[config.mk]
export PLATFORM = sky130hd
export DESIGN_NAME = line_follow_pid_controller
export DESIGN_NICKNAME = d
export VERILOG_FILES = /design/src/lfp_pkg.sv /design/src/lfp_front.sv /design/src/lfp_queue.sv /design/src/lfp_back.sv /design/src/line_follow_pid_controller.sv
export SDC_FILE = /design/constraint.sdc
export NUM_CORES = 1
export LEC_CHECK = 0
export ABC_AREA = 0
export BUFFER_PORTS_ARGS = -buffer_cell sky130_fd_sc_hd__clkbuf_2
export CORE_UTILIZATION = 57
export CTS_CLUSTER_SIZE = 10
export DETAILED_ROUTE_END_ITERATION = 12
export PLACE_DENSITY = 0.75
export SKIP_CTS_REPAIR_TIMING = 1
export SKIP_LAST_GASP = 1
export SLEW_MARGIN = 20
export SYNTH_ARGS = -nofsm -noshare
export SYNTH_HDL_FRONTEND = slang
export SYNTH_HIERARCHICAL = 1
export SYNTH_SLANG_ARGS = --single-unit
[constraint.sdc]
create_clock -name clk_i -period 7 [get_ports clk_i]
set_input_delay 0.7 -clock clk_i [delete_from_list [all_inputs] [get_ports clk_i]]
set_output_delay 0.7 -clock clk_i [all_outputs]
set_load 0.005 [all_outputs]
[src/lfp_pkg.sv]
`timescale 1ns / 1ps
// Shared types, widths and constants of the line follower PID controller.
// No dependencies; imported by every module of the block.
package lfp_pkg;

  localparam int unsigned NumSensors = 6;
  localparam int unsigned SampleW    = 10;
  localparam int unsigned DutyW      = 8;
  localparam int unsigned ErrW       = 7;   // position error, -50..50
  localparam int unsigned WsumW      = 8;   // weight sum, -90..90
  localparam int unsigned CntW       = 3;   // sensors on the line, 0..6
  localparam int unsigned EsumW      = 10;  // clamped error sum
  localparam int unsigned ProdW      = 16;  // gain times operand magnitude
  localparam int unsigned PidW       = 15;  // sum of the three scaled terms
  localparam int unsigned CfgIdxW    = 3;
  localparam int unsigned CfgDataW   = 16;
  localparam int unsigned InTdataW   = 64;
  localparam int unsigned OutTdataW  = 32;
  localparam int unsigned QueueDepthDef = 2;

  // x / 10 == (x * Div10Recip) >> Div10Shift for every 16 bit x
  localparam logic [ProdW-1:0] Div10Recip = 16'hCCCD;
  localparam int unsigned      Div10Shift = 19;

  localparam logic [7:0]  BaseSpeedRst     = 8'd60;
  localparam logic [9:0]  LineThresholdRst = 10'd512;
  localparam logic [15:0] LostLimitRst     = 16'd600;
  localparam logic [7:0]  DutyCapRst       = 8'd138;
  localparam logic [7:0]  GainPRst         = 8'd30;
  localparam logic [7:0]  GainIRst         = 8'd1;
  localparam logic [7:0]  GainDRst         = 8'd20;
  localparam logic [7:0]  IntegralLimitRst = 8'd100;

  typedef enum logic [CfgIdxW-1:0] {
    CfgBaseSpeed     = 3'd0,
    CfgLineThreshold = 3'd1,
    CfgLostLimit     = 3'd2,
    CfgDutyCap       = 3'd3,
    CfgGainP         = 3'd4,
    CfgGainI         = 3'd5,
    CfgGainD         = 3'd6,
    CfgIntegralLimit = 3'd7
  } cfg_idx_e;

  typedef struct packed {
    logic [7:0]  base_duty;
    logic [9:0]  sense_thresh;
    logic [15:0] lost_limit;
    logic [7:0]  duty_cap;
    logic [7:0]  gain_p;
    logic [7:0]  gain_i;
    logic [7:0]  gain_d;
    logic [7:0]  integral_limit;
  } cfg_t;

  // Classified request handed from the front to the back
  typedef struct packed {
    logic [NumSensors-1:0]   mask;
    logic signed [WsumW-1:0] wsum;
    logic [CntW-1:0]         cnt;
  } item_t;

  typedef struct packed {
    logic [ErrW-1:0]       perr;
    logic                  lost;
    logic [NumSensors-1:0] mask;
    logic [DutyW-1:0]      right;
    logic [DutyW-1:0]      left;
  } res_t;

  function automatic logic signed [WsumW-1:0] pos_weight(input int unsigned idx);
    logic signed [WsumW-1:0] w;
    case (idx)
      0:       w = -8'sd50;
      1:       w = -8'sd30;
      2:       w = -8'sd10;
      3:       w = 8'sd10;
      4:       w = 8'sd30;
      default: w = 8'sd50;
    endcase
    return w;
  endfunction

endpackage

[src/lfp_front.sv]
`timescale 1ns / 1ps
// Front end: accepts sample requests, thresholds them into a line mask and
// forms the weight sum and hit count. Depends on lfp_pkg.
module lfp_front import lfp_pkg::*; (
  input  logic                          in_valid_i,
  output logic                          in_ready_o,
  input  logic [NumSensors*SampleW-1:0] samples_i,
  input  logic [SampleW-1:0]            sense_thresh_i,
  input  logic                          full_i,
  output logic                          push_o,
  output item_t                         item_o
);

  assign in_ready_o = !full_i;
  assign push_o     = in_valid_i && !full_i;

  always_comb begin
    item_o = '0;
    for (int i = 0; i < NumSensors; i++) begin
      if (samples_i[i*SampleW +: SampleW] < sense_thresh_i) begin
        item_o.mask[i] = 1'b1;
        item_o.wsum    = item_o.wsum + pos_weight(i);
        item_o.cnt     = item_o.cnt + 1'b1;
      end
    end
  end

endmodule

[src/lfp_queue.sv]
`timescale 1ns / 1ps
// Short queue of classified requests between front and back end.
// Depends on lfp_pkg for the entry type. Depth must be at least 2.
module lfp_queue import lfp_pkg::*; #(
  parameter int unsigned Depth = QueueDepthDef
) (
  input  logic  clk_i,
  input  logic  rst_ni,
  input  logic  push_i,
  input  item_t item_i,
  output logic  full_o,
  input  logic  pop_i,
  output logic  valid_o,
  output item_t item_o
);

  localparam int unsigned PtrW = $clog2(Depth);
  localparam int unsigned FillW = $clog2(Depth + 1);

  item_t            mem_q [Depth];
  logic [PtrW-1:0]  wr_ptr_q, wr_ptr_d;
  logic [PtrW-1:0]  rd_ptr_q, rd_ptr_d;
  logic [FillW-1:0] fill_q, fill_d;

  assign full_o  = (fill_q == FillW'(Depth));
  assign valid_o = (fill_q != '0);
  assign item_o  = mem_q[rd_ptr_q];

  always_comb begin
    wr_ptr_d = wr_ptr_q;
    rd_ptr_d = rd_ptr_q;
    fill_d   = fill_q;
    if (push_i) begin
      wr_ptr_d = (wr_ptr_q == PtrW'(Depth - 1)) ? '0 : wr_ptr_q + 1'b1;
    end
    if (pop_i) begin
      rd_ptr_d = (rd_ptr_q == PtrW'(Depth - 1)) ? '0 : rd_ptr_q + 1'b1;
    end
    if (push_i && !pop_i) begin
      fill_d = fill_q + 1'b1;
    end else if (pop_i && !push_i) begin
      fill_d = fill_q - 1'b1;
    end
  end

  always_ff @(posedge clk_i or negedge rst_ni) begin
    if (!rst_ni) begin
      wr_ptr_q <= '0;
      rd_ptr_q <= '0;
      fill_q   <= '0;
    end else begin
      wr_ptr_q <= wr_ptr_d;
      rd_ptr_q <= rd_ptr_d;
      fill_q   <= fill_d;
    end
  end

  always_ff @(posedge clk_i) begin
    if (push_i) begin
      mem_q[wr_ptr_q] <= item_i;
    end
  end

endmodule

[src/lfp_back.sv]
`timescale 1ns / 1ps
// Back end: sequencer that runs the mode logic, the bit serial position
// divide and the three PID terms, and holds the result register. Depends on lfp_pkg.
module lfp_back import lfp_pkg::*; (
  input  logic  clk_i,
  input  logic  rst_ni,
  input  cfg_t  cfg_i,
  input  logic  q_valid_i,
  input  item_t q_item_i,
  output logic  q_pop_o,
  output logic  out_valid_o,
  input  logic  out_ready_i,
  output res_t  res_o
);

  localparam int unsigned DivSteps = ErrW;
  localparam int unsigned DivCntW  = $clog2(DivSteps);
  localparam int unsigned QuotW    = 2 * ProdW - Div10Shift;

  localparam logic [2:0] SIdle  = 3'd0;
  localparam logic [2:0] SDiv   = 3'd1;
  localparam logic [2:0] SInteg = 3'd2;
  localparam logic [2:0] SMul   = 3'd3;
  localparam logic [2:0] SRecip = 3'd4;
  localparam logic [2:0] SAcc   = 3'd5;
  localparam logic [2:0] SDuty  = 3'd6;
  localparam logic [2:0] SOut   = 3'd7;

  localparam logic [1:0] TermP = 2'd0;
  localparam logic [1:0] TermI = 2'd1;
  localparam logic [1:0] TermD = 2'd2;

  logic [2:0]              state_q, state_d;
  logic                    lost_q, lost_d;
  logic [15:0]             miss_q, miss_d;
  logic signed [ErrW-1:0]  prev_q, prev_d;
  logic signed [EsumW-1:0] esum_q, esum_d;
  logic [DutyW-1:0]        held_l_q, held_l_d;
  logic [DutyW-1:0]        held_r_q, held_r_d;
  logic                    kick_q, kick_d;
  logic [NumSensors-1:0]   mask_q, mask_d;
  logic                    neg_q, neg_d;
  logic [CntW-1:0]         divisor_q, divisor_d;
  logic [CntW-1:0]         div_rem_q, div_rem_d;
  logic [DivSteps-1:0]     div_quo_q, div_quo_d;
  logic [DivCntW-1:0]      div_cnt_q, div_cnt_d;
  logic signed [ErrW-1:0]  e_q, e_d;
  logic signed [ErrW:0]    d_q, d_d;
  logic [1:0]              term_q, term_d;
  logic [ProdW-1:0]        prod_q, prod_d;
  logic                    psign_q, psign_d;
  logic [QuotW-1:0]        quot10_q, quot10_d;
  logic signed [PidW-1:0]  pid_q, pid_d;
  logic                    out_valid_q, out_valid_d;
  res_t                    res_q, res_d;

  logic [DutyW-1:0]        start_duty_w, half_duty_w;
  logic [WsumW-1:0]        wsum_abs_w;
  logic [CntW:0]           rem_sh_w;
  logic                    rem_ge_w;
  logic signed [ErrW-1:0]  e_w;
  logic signed [ErrW:0]    d_w;
  logic signed [EsumW:0]   es_sum_w, lim_w;
  logic signed [EsumW-1:0] opnd_w;
  logic [DutyW-1:0]        opnd_mag_w, gain_w;
  logic [2*ProdW-1:0]      recip_w;
  logic signed [PidW:0]    left_w, right_w;
  logic                    out_free_w;

  function automatic logic [DutyW-1:0] clamp_duty(input logic signed [PidW:0] v,
                                                  input logic [DutyW-1:0] cap);
    logic [DutyW-1:0] r;
    if (v < 0) begin
      r = '0;
    end else if (v > $signed({8'b0, cap})) begin
      r = cap;
    end else begin
      r = v[DutyW-1:0];
    end
    return r;
  endfunction

  assign start_duty_w = (cfg_i.base_duty > cfg_i.duty_cap) ? cfg_i.duty_cap
                                                           : cfg_i.base_duty;
  assign half_duty_w  = ((cfg_i.base_duty >> 1) > cfg_i.duty_cap) ? cfg_i.duty_cap
                                                                  : (cfg_i.base_duty >> 1);
  assign wsum_abs_w = q_item_i.wsum[WsumW-1] ? WsumW'(-q_item_i.wsum) : q_item_i.wsum;

  // one quotient bit per cycle
  assign rem_sh_w = {div_rem_q, div_quo_q[DivSteps-1]};
  assign rem_ge_w = (rem_sh_w >= {1'b0, divisor_q});

  assign e_w      = neg_q ? -$signed(div_quo_q) : $signed(div_quo_q);
  assign d_w      = (ErrW+1)'(e_w) - (ErrW+1)'(prev_q);
  assign es_sum_w = (EsumW+1)'(esum_q) + (EsumW+1)'(e_w);
  assign lim_w    = $signed({3'b000, cfg_i.integral_limit});

  always_comb begin
    unique case (term_q)
      TermP: begin
        opnd_w = EsumW'(e_q);
        gain_w = cfg_i.gain_p;
      end
      TermI: begin
        opnd_w = esum_q;
        gain_w = cfg_i.gain_i;
      end
      TermD: begin
        opnd_w = EsumW'(d_q);
        gain_w = cfg_i.gain_d;
      end
      default: begin
        opnd_w = '0;
        gain_w = '0;
      end
    endcase
  end

  assign opnd_mag_w = opnd_w[EsumW-1] ? DutyW'(-opnd_w) : opnd_w[DutyW-1:0];
  assign recip_w    = prod_q * Div10Recip;
  assign left_w     = $signed({8'b0, cfg_i.base_duty}) - (PidW+1)'(pid_q);
  assign right_w    = $signed({8'b0, cfg_i.base_duty}) + (PidW+1)'(pid_q);
  assign out_free_w = !out_valid_q || out_ready_i;

  always_comb begin
    state_d     = state_q;
    lost_d      = lost_q;
    miss_d      = miss_q;
    prev_d      = prev_q;
    esum_d      = esum_q;
    held_l_d    = held_l_q;
    held_r_d    = held_r_q;
    kick_d      = kick_q;
    mask_d      = mask_q;
    neg_d       = neg_q;
    divisor_d   = divisor_q;
    div_rem_d   = div_rem_q;
    div_quo_d   = div_quo_q;
    div_cnt_d   = div_cnt_q;
    e_d         = e_q;
    d_d         = d_q;
    term_d      = term_q;
    prod_d      = prod_q;
    psign_d     = psign_q;
    quot10_d    = quot10_q;
    pid_d       = pid_q;
    res_d       = res_q;
    q_pop_o     = 1'b0;
    out_valid_d = out_valid_q && !out_ready_i;

    unique case (state_q)
      SIdle: begin
        if (q_valid_i) begin
          q_pop_o = 1'b1;
          mask_d  = q_item_i.mask;
          state_d = SOut;
          if (kick_q) begin
            held_l_d = start_duty_w;
            held_r_d = start_duty_w;
            kick_d   = 1'b0;
          end
          if (!lost_q) begin
            if (q_item_i.mask == '0) begin
              miss_d = miss_q + 1'b1;
              if (miss_d >= cfg_i.lost_limit) begin
                lost_d = 1'b1;
                miss_d = '0;
              end
            end else begin
              miss_d    = '0;
              neg_d     = q_item_i.wsum[WsumW-1];
              divisor_d = q_item_i.cnt;
              div_rem_d = '0;
              div_quo_d = wsum_abs_w[DivSteps-1:0];
              div_cnt_d = '0;
              state_d   = SDiv;
            end
          end else if (q_item_i.mask != '0) begin
            lost_d = 1'b0;
            esum_d = '0;
          end else if (prev_q < 0) begin
            held_l_d = '0;
            held_r_d = half_duty_w;
          end else begin
            held_l_d = half_duty_w;
            held_r_d = '0;
          end
        end
      end
      SDiv: begin
        div_rem_d = rem_ge_w ? CntW'(rem_sh_w - {1'b0, divisor_q}) : rem_sh_w[CntW-1:0];
        div_quo_d = {div_quo_q[DivSteps-2:0], rem_ge_w};
        div_cnt_d = div_cnt_q + 1'b1;
        if (div_cnt_q == DivCntW'(DivSteps - 1)) begin
          state_d = SInteg;
        end
      end
      SInteg: begin
        e_d    = e_w;
        d_d    = d_w;
        prev_d = e_w;
        if (es_sum_w > lim_w) begin
          esum_d = lim_w[EsumW-1:0];
        end else if (es_sum_w < -lim_w) begin
          esum_d = EsumW'(-lim_w);
        end else begin
          esum_d = es_sum_w[EsumW-1:0];
        end
        term_d  = TermP;
        pid_d   = '0;
        state_d = SMul;
      end
      SMul: begin
        prod_d  = gain_w * opnd_mag_w;
        psign_d = opnd_w[EsumW-1];
        state_d = SRecip;
      end
      SRecip: begin
        quot10_d = recip_w[2*ProdW-1:Div10Shift];
        state_d  = SAcc;
      end
      SAcc: begin
        pid_d = psign_q ? pid_q - $signed({2'b00, quot10_q})
                        : pid_q + $signed({2'b00, quot10_q});
        if (term_q == TermD) begin
          state_d = SDuty;
        end else begin
          term_d  = term_q + 1'b1;
          state_d = SMul;
        end
      end
      SDuty: begin
        held_l_d = clamp_duty(left_w, cfg_i.duty_cap);
        held_r_d = clamp_duty(right_w, cfg_i.duty_cap);
        state_d  = SOut;
      end
      SOut: begin
        // hold the finished result until the output register frees up
        if (out_free_w) begin
          out_valid_d = 1'b1;
          res_d.left  = held_l_q;
          res_d.right = held_r_q;
          res_d.mask  = mask_q;
          res_d.lost  = lost_q;
          res_d.perr  = prev_q;
          state_d     = SIdle;
        end
      end
    endcase
  end

  always_ff @(posedge clk_i or negedge rst_ni) begin
    if (!rst_ni) begin
      state_q     <= SIdle;
      lost_q      <= 1'b0;
      miss_q      <= '0;
      prev_q      <= '0;
      esum_q      <= '0;
      held_l_q    <= '0;
      held_r_q    <= '0;
      kick_q      <= 1'b1;
      div_cnt_q   <= '0;
      term_q      <= TermP;
      out_valid_q <= 1'b0;
    end else begin
      state_q     <= state_d;
      lost_q      <= lost_d;
      miss_q      <= miss_d;
      prev_q      <= prev_d;
      esum_q      <= esum_d;
      held_l_q    <= held_l_d;
      held_r_q    <= held_r_d;
      kick_q      <= kick_d;
      div_cnt_q   <= div_cnt_d;
      term_q      <= term_d;
      out_valid_q <= out_valid_d;
    end
  end

  always_ff @(posedge clk_i) begin
    mask_q    <= mask_d;
    neg_q     <= neg_d;
    divisor_q <= divisor_d;
    div_rem_q <= div_rem_d;
    div_quo_q <= div_quo_d;
    e_q       <= e_d;
    d_q       <= d_d;
    prod_q    <= prod_d;
    psign_q   <= psign_d;
    quot10_q  <= quot10_d;
    pid_q     <= pid_d;
    res_q     <= res_d;
  end

  assign out_valid_o = out_valid_q;
  assign res_o       = res_q;

endmodule

[src/line_follow_pid_controller.sv]
`timescale 1ns / 1ps
// Line follower PID controller. Each request carries six 10 bit reflectance
// samples; each result carries the two motor duties, the line mask, the mode
// and the last position error. A request whose samples see the line while
// following runs through the back end in steps: mode update, the bit serial
// position divide, error and integral update, then for each of the three gain
// terms a multiply, a divide by ten and an accumulate, and finally duty clamp
// and output. Every other request goes from mode update to output. The front
// end classifies requests into a QueueDepth entry queue, so up to QueueDepth
// requests are taken while the back end is busy; results wait in an output
// register. Configuration registers are written through the cfg channel, which
// is always ready; write them only while the block is idle. Depends on lfp_pkg.
module line_follow_pid_controller import lfp_pkg::*; #(
  parameter int unsigned QueueDepth = QueueDepthDef
) (
  input  logic                 clk_i,
  input  logic                 rst_ni,
  input  logic                 s_axis_tvalid,
  output logic                 s_axis_tready,
  // [9:0] sample_far_left, [19:10] sample_left_mid, [29:20] sample_left_inner,
  // [39:30] sample_right_inner, [49:40] sample_right_mid,
  // [59:50] sample_far_right, [63:60] zero
  input  logic [InTdataW-1:0]  s_axis_tdata,
  output logic                 m_axis_tvalid,
  input  logic                 m_axis_tready,
  // [7:0] left_duty, [15:8] right_duty, [21:16] line_mask, [22] lost_mode,
  // [29:23] position_error, [31:30] zero
  output logic [OutTdataW-1:0] m_axis_tdata,
  input  logic                 cfg_valid_i,
  output logic                 cfg_ready_o,
  input  logic [CfgIdxW-1:0]   cfg_index_i,
  input  logic [CfgDataW-1:0]  cfg_data_i
);

  cfg_t  cfg_q;
  item_t front_item;
  item_t queue_item;
  logic  push;
  logic  full;
  logic  pop;
  logic  queue_valid;
  res_t  res;

  assign cfg_ready_o = 1'b1;

  always_ff @(posedge clk_i or negedge rst_ni) begin
    if (!rst_ni) begin
      cfg_q.base_duty      <= BaseSpeedRst;
      cfg_q.sense_thresh   <= LineThresholdRst;
      cfg_q.lost_limit     <= LostLimitRst;
      cfg_q.duty_cap       <= DutyCapRst;
      cfg_q.gain_p         <= GainPRst;
      cfg_q.gain_i         <= GainIRst;
      cfg_q.gain_d         <= GainDRst;
      cfg_q.integral_limit <= IntegralLimitRst;
    end else if (cfg_valid_i) begin
      unique case (cfg_idx_e'(cfg_index_i))
        CfgBaseSpeed:     cfg_q.base_duty      <= cfg_data_i[7:0];
        CfgLineThreshold: cfg_q.sense_thresh   <= cfg_data_i[9:0];
        CfgLostLimit:     cfg_q.lost_limit     <= cfg_data_i;
        CfgDutyCap:       cfg_q.duty_cap       <= cfg_data_i[7:0];
        CfgGainP:         cfg_q.gain_p         <= cfg_data_i[7:0];
        CfgGainI:         cfg_q.gain_i         <= cfg_data_i[7:0];
        CfgGainD:         cfg_q.gain_d         <= cfg_data_i[7:0];
        CfgIntegralLimit: cfg_q.integral_limit <= cfg_data_i[7:0];
      endcase
    end
  end

  lfp_front u_front (
    .in_valid_i     (s_axis_tvalid),
    .in_ready_o     (s_axis_tready),
    .samples_i      (s_axis_tdata[NumSensors*SampleW-1:0]),
    .sense_thresh_i (cfg_q.sense_thresh),
    .full_i         (full),
    .push_o         (push),
    .item_o         (front_item)
  );

  lfp_queue #(
    .Depth (QueueDepth)
  ) u_queue (
    .clk_i   (clk_i),
    .rst_ni  (rst_ni),
    .push_i  (push),
    .item_i  (front_item),
    .full_o  (full),
    .pop_i   (pop),
    .valid_o (queue_valid),
    .item_o  (queue_item)
  );

  lfp_back u_back (
    .clk_i       (clk_i),
    .rst_ni      (rst_ni),
    .cfg_i       (cfg_q),
    .q_valid_i   (queue_valid),
    .q_item_i    (queue_item),
    .q_pop_o     (pop),
    .out_valid_o (m_axis_tvalid),
    .out_ready_i (m_axis_tready),
    .res_o       (res)
  );

  assign m_axis_tdata = {2'b00, res.perr, res.lost, res.mask, res.right, res.left};

endmodule

==> results of run 1 <==
worst register-to-register path, cell delays in order (launching register included):
cell,delay (ps)
dfrtp_1,420
ha_2,230
buf_4,190
a222oi_1,670
a21oi_1,170
nor2b_2,210
nor3_1,70
or3b_2,480
or2_2,310
fa_1,500
fa_1,510
inv_1,70
fa_1,540
inv_1,60
fa_1,520
inv_1,40
ha_1,310
a21boi_1,150
o21ai_1,180
a21boi_1,110
o21a_1,190
o21ai_1,120
nand2b_1,80
a21oi_2,150
o21ai_0,130
xnor2_1,150
placed cells by master (no fill, tap or decap), types with 10 or more instances in the layout:
cell type,synthesis,routed
ha_1,361,358
inv_1,338,337
nor2_1,170,170
edfxtp_1,144,144
fa_1,123,123
dfrtp_1,115,114
clkbuf_2,0,114
o21ai_0,112,108
nand2_1,108,107
a21oi_1,105,102
xnor2_1,95,95
mux2_2,86,86
mux2i_1,40,40
clkbuf_16,0,39
a21o_1,36,36
buf_4,8,34
nand3_1,34,34
xor2_1,32,32
or2_2,30,30
nor2b_1,34,30
nor3_1,29,29
nand2b_1,26,26
dfstp_2,23,23
clkbuf_1,43,21
mux2_4,20,20
and3_1,19,19
o21a_1,18,18
nand4_1,15,15
a222oi_1,15,15
a31oi_1,14,14
o221ai_1,13,13
a32oi_1,10,10
o311ai_0,10,10
path summary, 6_finish.rpt:
path	startpoint	to	slack [ps]	cells after the start
setup / recovery	u_back/term_q[0]	u_back/prod_q[15]	200	25
min in group clk_i	cfg_data_i[13]	cfg_q[53]	390	2
hold / removal	rst_ni	u_back/miss_q[12]	240	1
max in group asynchronous	rst_ni	u_back/term_q[1]	5580	2
hold reg to reg	u_back/mask_q[3]	u_back/res_o[19]	420	0
setup reg to reg	u_back/term_q[0]	u_back/prod_q[15]	200	25
stage by stage:
stage / std cells / utilization (%) / worst slack (ps)
floorplan: 2400 / - / 160.4
global placement: 3009 / 60.87 / 178.8
detailed placement: 3009 / 60.87 / -20.63
CTS: 3073 / 63.44 / -42.36
global route: 3085 / 63.74 / -81.14
finish: 3085 / 63.74 / 200.5
area by class of cell:
type	count	area, µm²
fill	3384	15310
inverter	341	1280
tap	539	674.4
clock buffer	61	1069
timing repair buffer	149	837.1
clock inverter	3	17.52
multi-input combinational	1710	15230
sequential	282	7807
cell families (layout without fill, tap and decap cells):
| kind of cell | count (synthesis) | count (layout) | share of synthesized area, % |
|---|---|---|---|
| DFF | 282 | 282 | 31.72 |
| buffers and inverters | 408 | 554 | 6.610 |
| AOI/OAI and AO/OA | 425 | 425 | 11.26 |
| muxes | 146 | 146 | 6.783 |
| and+or+nand+nor | 524 | 524 | 10.70 |
| other | 3 | 4 | 0.04576 |
| adders and majority gates | 484 | 484 | 28.36 |
| xor gates and xnor gates | 127 | 127 | 4.520 |
layer usage:
metal / up-vias / routed length [µm]
li1: 8616 / -
met1: 8736 / 23710
met2: 482 / 27240
met3: 101 / 3063
met4: 0 / 1409
met5: - / 0
flip-flops by register name, summed over array words and instances (netlist names), 6 cells and up:
register          cells
cfg_q                74
u_queue/mem_q        34
u_back/res_o         30
u_back/miss_q        16
u_back/prod_q        16
u_back/pid_q         15
u_back/quot10_q      13
u_back/esum_q        10
u_back/d_q            8
u_back/held_l_q       8
u_back/held_r_q       8
u_back/div_quo_q      7
u_back/e_q            7
u_back/prev_q         7
u_back/mask_q         6
==> flow_summary.json, run 1 <==
{
  "clk_pin_slew_ps": 50,
  "slew_headroom_pct": 23.38,
  "synth_edf_count": 144,
  "ys_ff_latch": 282,
  "yosys.area.top_type": "ha_1",
  "finalCritPeriodShare_pct": 97.14,
  "setup_viol": 0,
  "portBuffers": 115,
  "fin_nets": 3092,
  "met3_usage_pct": 5.162,
  "fmax_mhz": 147.1,
  "drv_slew": 0,
  "finalHoldViolCount": 0,
  "gp_congestion": 0.9179,
  "h-tree-depth": 2,
  "required_ps": 7290,
  "clock_skew_ps": 26.92,
  "slowest_delay_ps": 670,
  "tritoncts": "done",
  "period_needed_ps": 6799,
  "cts.sinks": 282,
  "fin_setup_tns_ps": 0,
  "synth.area.top_cells": "ha_1 (18%), edfxtp_1 (18%), dfrtp_1 (12%)",
  "post_dp_cell_area_um2": 25700,
  "wl_per_cell_um": 17.96,
  "cts_max_path_buffers": 3,
  "yosysWarnings": 6,
  "crit_path_top_delay_cell": "a222oi_1",
  "ys_types": 85,
  "grt_max_degree": 95,
  "drc_errors": 0,
  "die_w_um": 209.8,
  "drtAntennaViolNets": 0,
  "synth_most_common_cell": "ha_1",
  "crit_path_frequent_cell": "fa_1",
  "die-area_um2": 44010,
  "routed_wl_um": 55420,
  "grt-ovfl-total": 0,
  "yosysSeqAreaShare_pct": 31.72,
  "io_pins": 123,
  "grt_antenna_before_repair": 0,
  "syn_area_um2": 24610,
  "critPathMaxFanout": 14,
  "start_kind": "register",
  "root_buffer": "clkbuf_16",
  "dp_hpwl_um": 43300,
  "synth_top_area_share_pct": 18.36,
  "max_cap_violations": 0,
  "grt_pass1_vias": 18700,
  "numCtsBuffers": 36,
  "grt_pass1_wl_um": 91600,
  "crit_type": "reg -> reg",
  "design_area_um2": 26920,
  "syn_inst": 2399,
  "clock_latency_ps": 550,
  "worstPathArrival_ps": 7080,
  "diodes": 0,
  "via_per_inst": 5.814,
  "synth_common_cells": "ha_1 (361), inv_1 (338), nor2_1 (170)",
  "crit_family": "adder cells",
  "worst_setup_path_end_kind": "register",
  "rows": 75,
  "core_um2": 42230,
  "vias": 17940,
  "layout-area-overhead-vs-synth_pct": 9.386,
  "use_met1_pct": 32.46,
  "layout-drive-gt1-share_pct": 15.40,
  "hold_slack_ps": 239.1,
  "synth-main-ff-cell": "edfxtp_1",
  "die_h_um": 209.8,
  "busiest_layer": "met2",
  "tightest_slew_ps": 1149,
  "hp-class": "in -> async",
  "initialDrtViolationCount": 1183,
  "grt_usage_pct": 25.96,
  "status": "finished, final reports clean",
  "use_met2_pct": 45.21,
  "initial_core_util_pct": 58.27,
  "path_buf_inv": 4,
  "syn_avg_cell_area_um2": 10.26,
  "firstDrtPassIters": 8,
  "async_flop_share_pct": 48.94
}
Power of run 1 is not shown: default switching activity piles up to over one toggle a cycle in this logic, so the estimate is an artifact.
==> run 2, diff against run 1 <==
CTS_CLUSTER_SIZE = default   (was 10)
PLACE_DENSITY = 0.8   (was 0.75)
==> run 2 against run 1 <==
  * Fmax is 1.5% higher
  * Setup slack improved by 100 ps
  * Core utilization fell by 0.16 points
  * Critical endpoint unchanged
  * Highest routed layer unchanged
==> flow_summary.json, run 2 (synthesis gave the netlist of run 1 again) <==
{
  "status": "finished, final reports clean",
  "worstPathArrival_ps": 7040,
  "crit_type": "reg -> reg",
  "crit_family": "adder cells",
  "final_common_cell": "ha_1",
  "clock_latency_ps": 590,
  "layout_setup_ws_ps": 303.3,
  "grt-ovfl-total": 0,
  "path_buf_inv": 4,
  "fin_setup_tns_ps": 0,
  "die_w_um": 209.8,
  "critPathMaxFanout": 4,
  "root_buffer": "clkbuf_16",
  "finalCritPeriodShare_pct": 95.67,
  "hp-class": "in -> async",
  "fmax_mhz": 149.3,
  "die_h_um": 209.8,
  "final_cell_mix": "ha_1 (358), inv_1 (337), nor2_1 (170)",
  "grt_pass1_wl_um": 93200,
  "slowest_delay_ps": 530,
  "setup_viol": 0,
  "crit_start": "u_back/term_q[1]",
  "final_util_pct": 63.58,
  "finalHoldViolCount": 0,
  "fin_nets": 3082,
  "routed_wl_um": 56740,
  "rows": 75,
  "numCtsBuffers": 31,
  "cts_max_path_buffers": 3,
  "layout-drive-gt1-share_pct": 15.35,
  "h-tree-depth": 1,
  "tritoncts": "done",
  "initial_core_util_pct": 58.27,
  "crit_path_top_delay_cell": "fa_1",
  "place_ws_ps": 74.12,
  "firstDrtPassIters": 9,
  "clock_skew_ps": 20.80,
  "period_needed_ps": 6697,
  "max_cap_violations": 0,
  "drv_slew": 0,
  "grt_usage_pct": 26.12,
  "worst_setup_path_end_kind": "register",
  "design_area_um2": 26850,
  "grt_max_degree": 84,
  "drtAntennaViolNets": 0,
  "initialDrtViolationCount": 1242,
  "vias": 18220,
  "layout-area-overhead-vs-synth_pct": 9.112,
  "reg2reg_from": "u_back/term_q[1]",
  "post_dp_cell_area_um2": 25710,
  "largest_reg_flops": 74,
  "drc_errors": 0,
  "clk_pin_slew_ps": 60,
  "via_per_inst": 5.921,
  "required_ps": 7340,
  "largest-register": "cfg_q",
  "core_um2": 42230,
  "grt_pass1_vias": 18910,
  "die-area_um2": 44010,
  "io_pins": 123,
  "start_kind": "register",
  "slew_headroom_pct": 26.27,
  "portBuffers": 115,
  "grt_antenna_before_repair": 1,
  "gp_congestion": 0.9484,
  "cts.sinks": 282,
  "wl_per_cell_um": 18.44,
  "tightest_slew_ps": 1106,
  "dp_hpwl_um": 44030
}
-- run 2: cell types whose count changed in the layout (fill, tap and decap cells not counted), moves of 2 or more --
cell / delta
clkbuf_1: -17
clkbuf_8: +2
clkinv_4: +2
a21oi_2: -2
a21oi_1: +2
clkinv_2: +4
diode_2: +3
nor2b_1: +3
buf_4: -7
nor2b_2: -3
bufinv_16: +2
clkbuf_16: -5
clkinv_1: +4
-- run 2: cell type report --
cell class                 instances  area [µm²]
fill                            3303       15380
multi-input combinational       1710       15220
sequential                       282        7806
inverter                         341        1280
clock buffer                      41       907.1
timing repair buffer             144       800.8
tap                              539       674.4
clock inverter                    17       150.1
antenna                            3       7.507
-- run 2: routing by layer --
metal / GRT usage (%) / vias up / wire length (µm)
met5: 0 / - / 0
met4: 7.199 / 0 / 1469
met3: 3.681 / 111 / 2903
met2: 47.19 / 558 / 28500
met1: 32.50 / 8968 / 23870
li1: - / 8582 / -
-- run 2: metrics by stage --
stage | hold slack [ps] | cells
after floorplan | 400.3 | 2400
after global placement | 403.2 | 3010
after detailed placement | 406.2 | 3011
after CTS | 60.75 | 3069
after global routing | 95.63 | 3074
final | 61.27 | 3077
-- run 2: path summary, 6_finish.rpt --
check | slack (ps) | cells after the start | end
min in group clk_i | 340 | 2 | cfg_q[51]
min | 60 | 1 | cfg_q[50]
max in group asynchronous | 5750 | 2 | u_back/held_r_q[7]
max reg2reg | 300 | 26 | u_back/prod_q[15]
min reg2reg | 420 | 0 | u_back/res_o[17]
max | 300 | 26 | u_back/prod_q[15]
Power of run 2 is left out for the same reason.
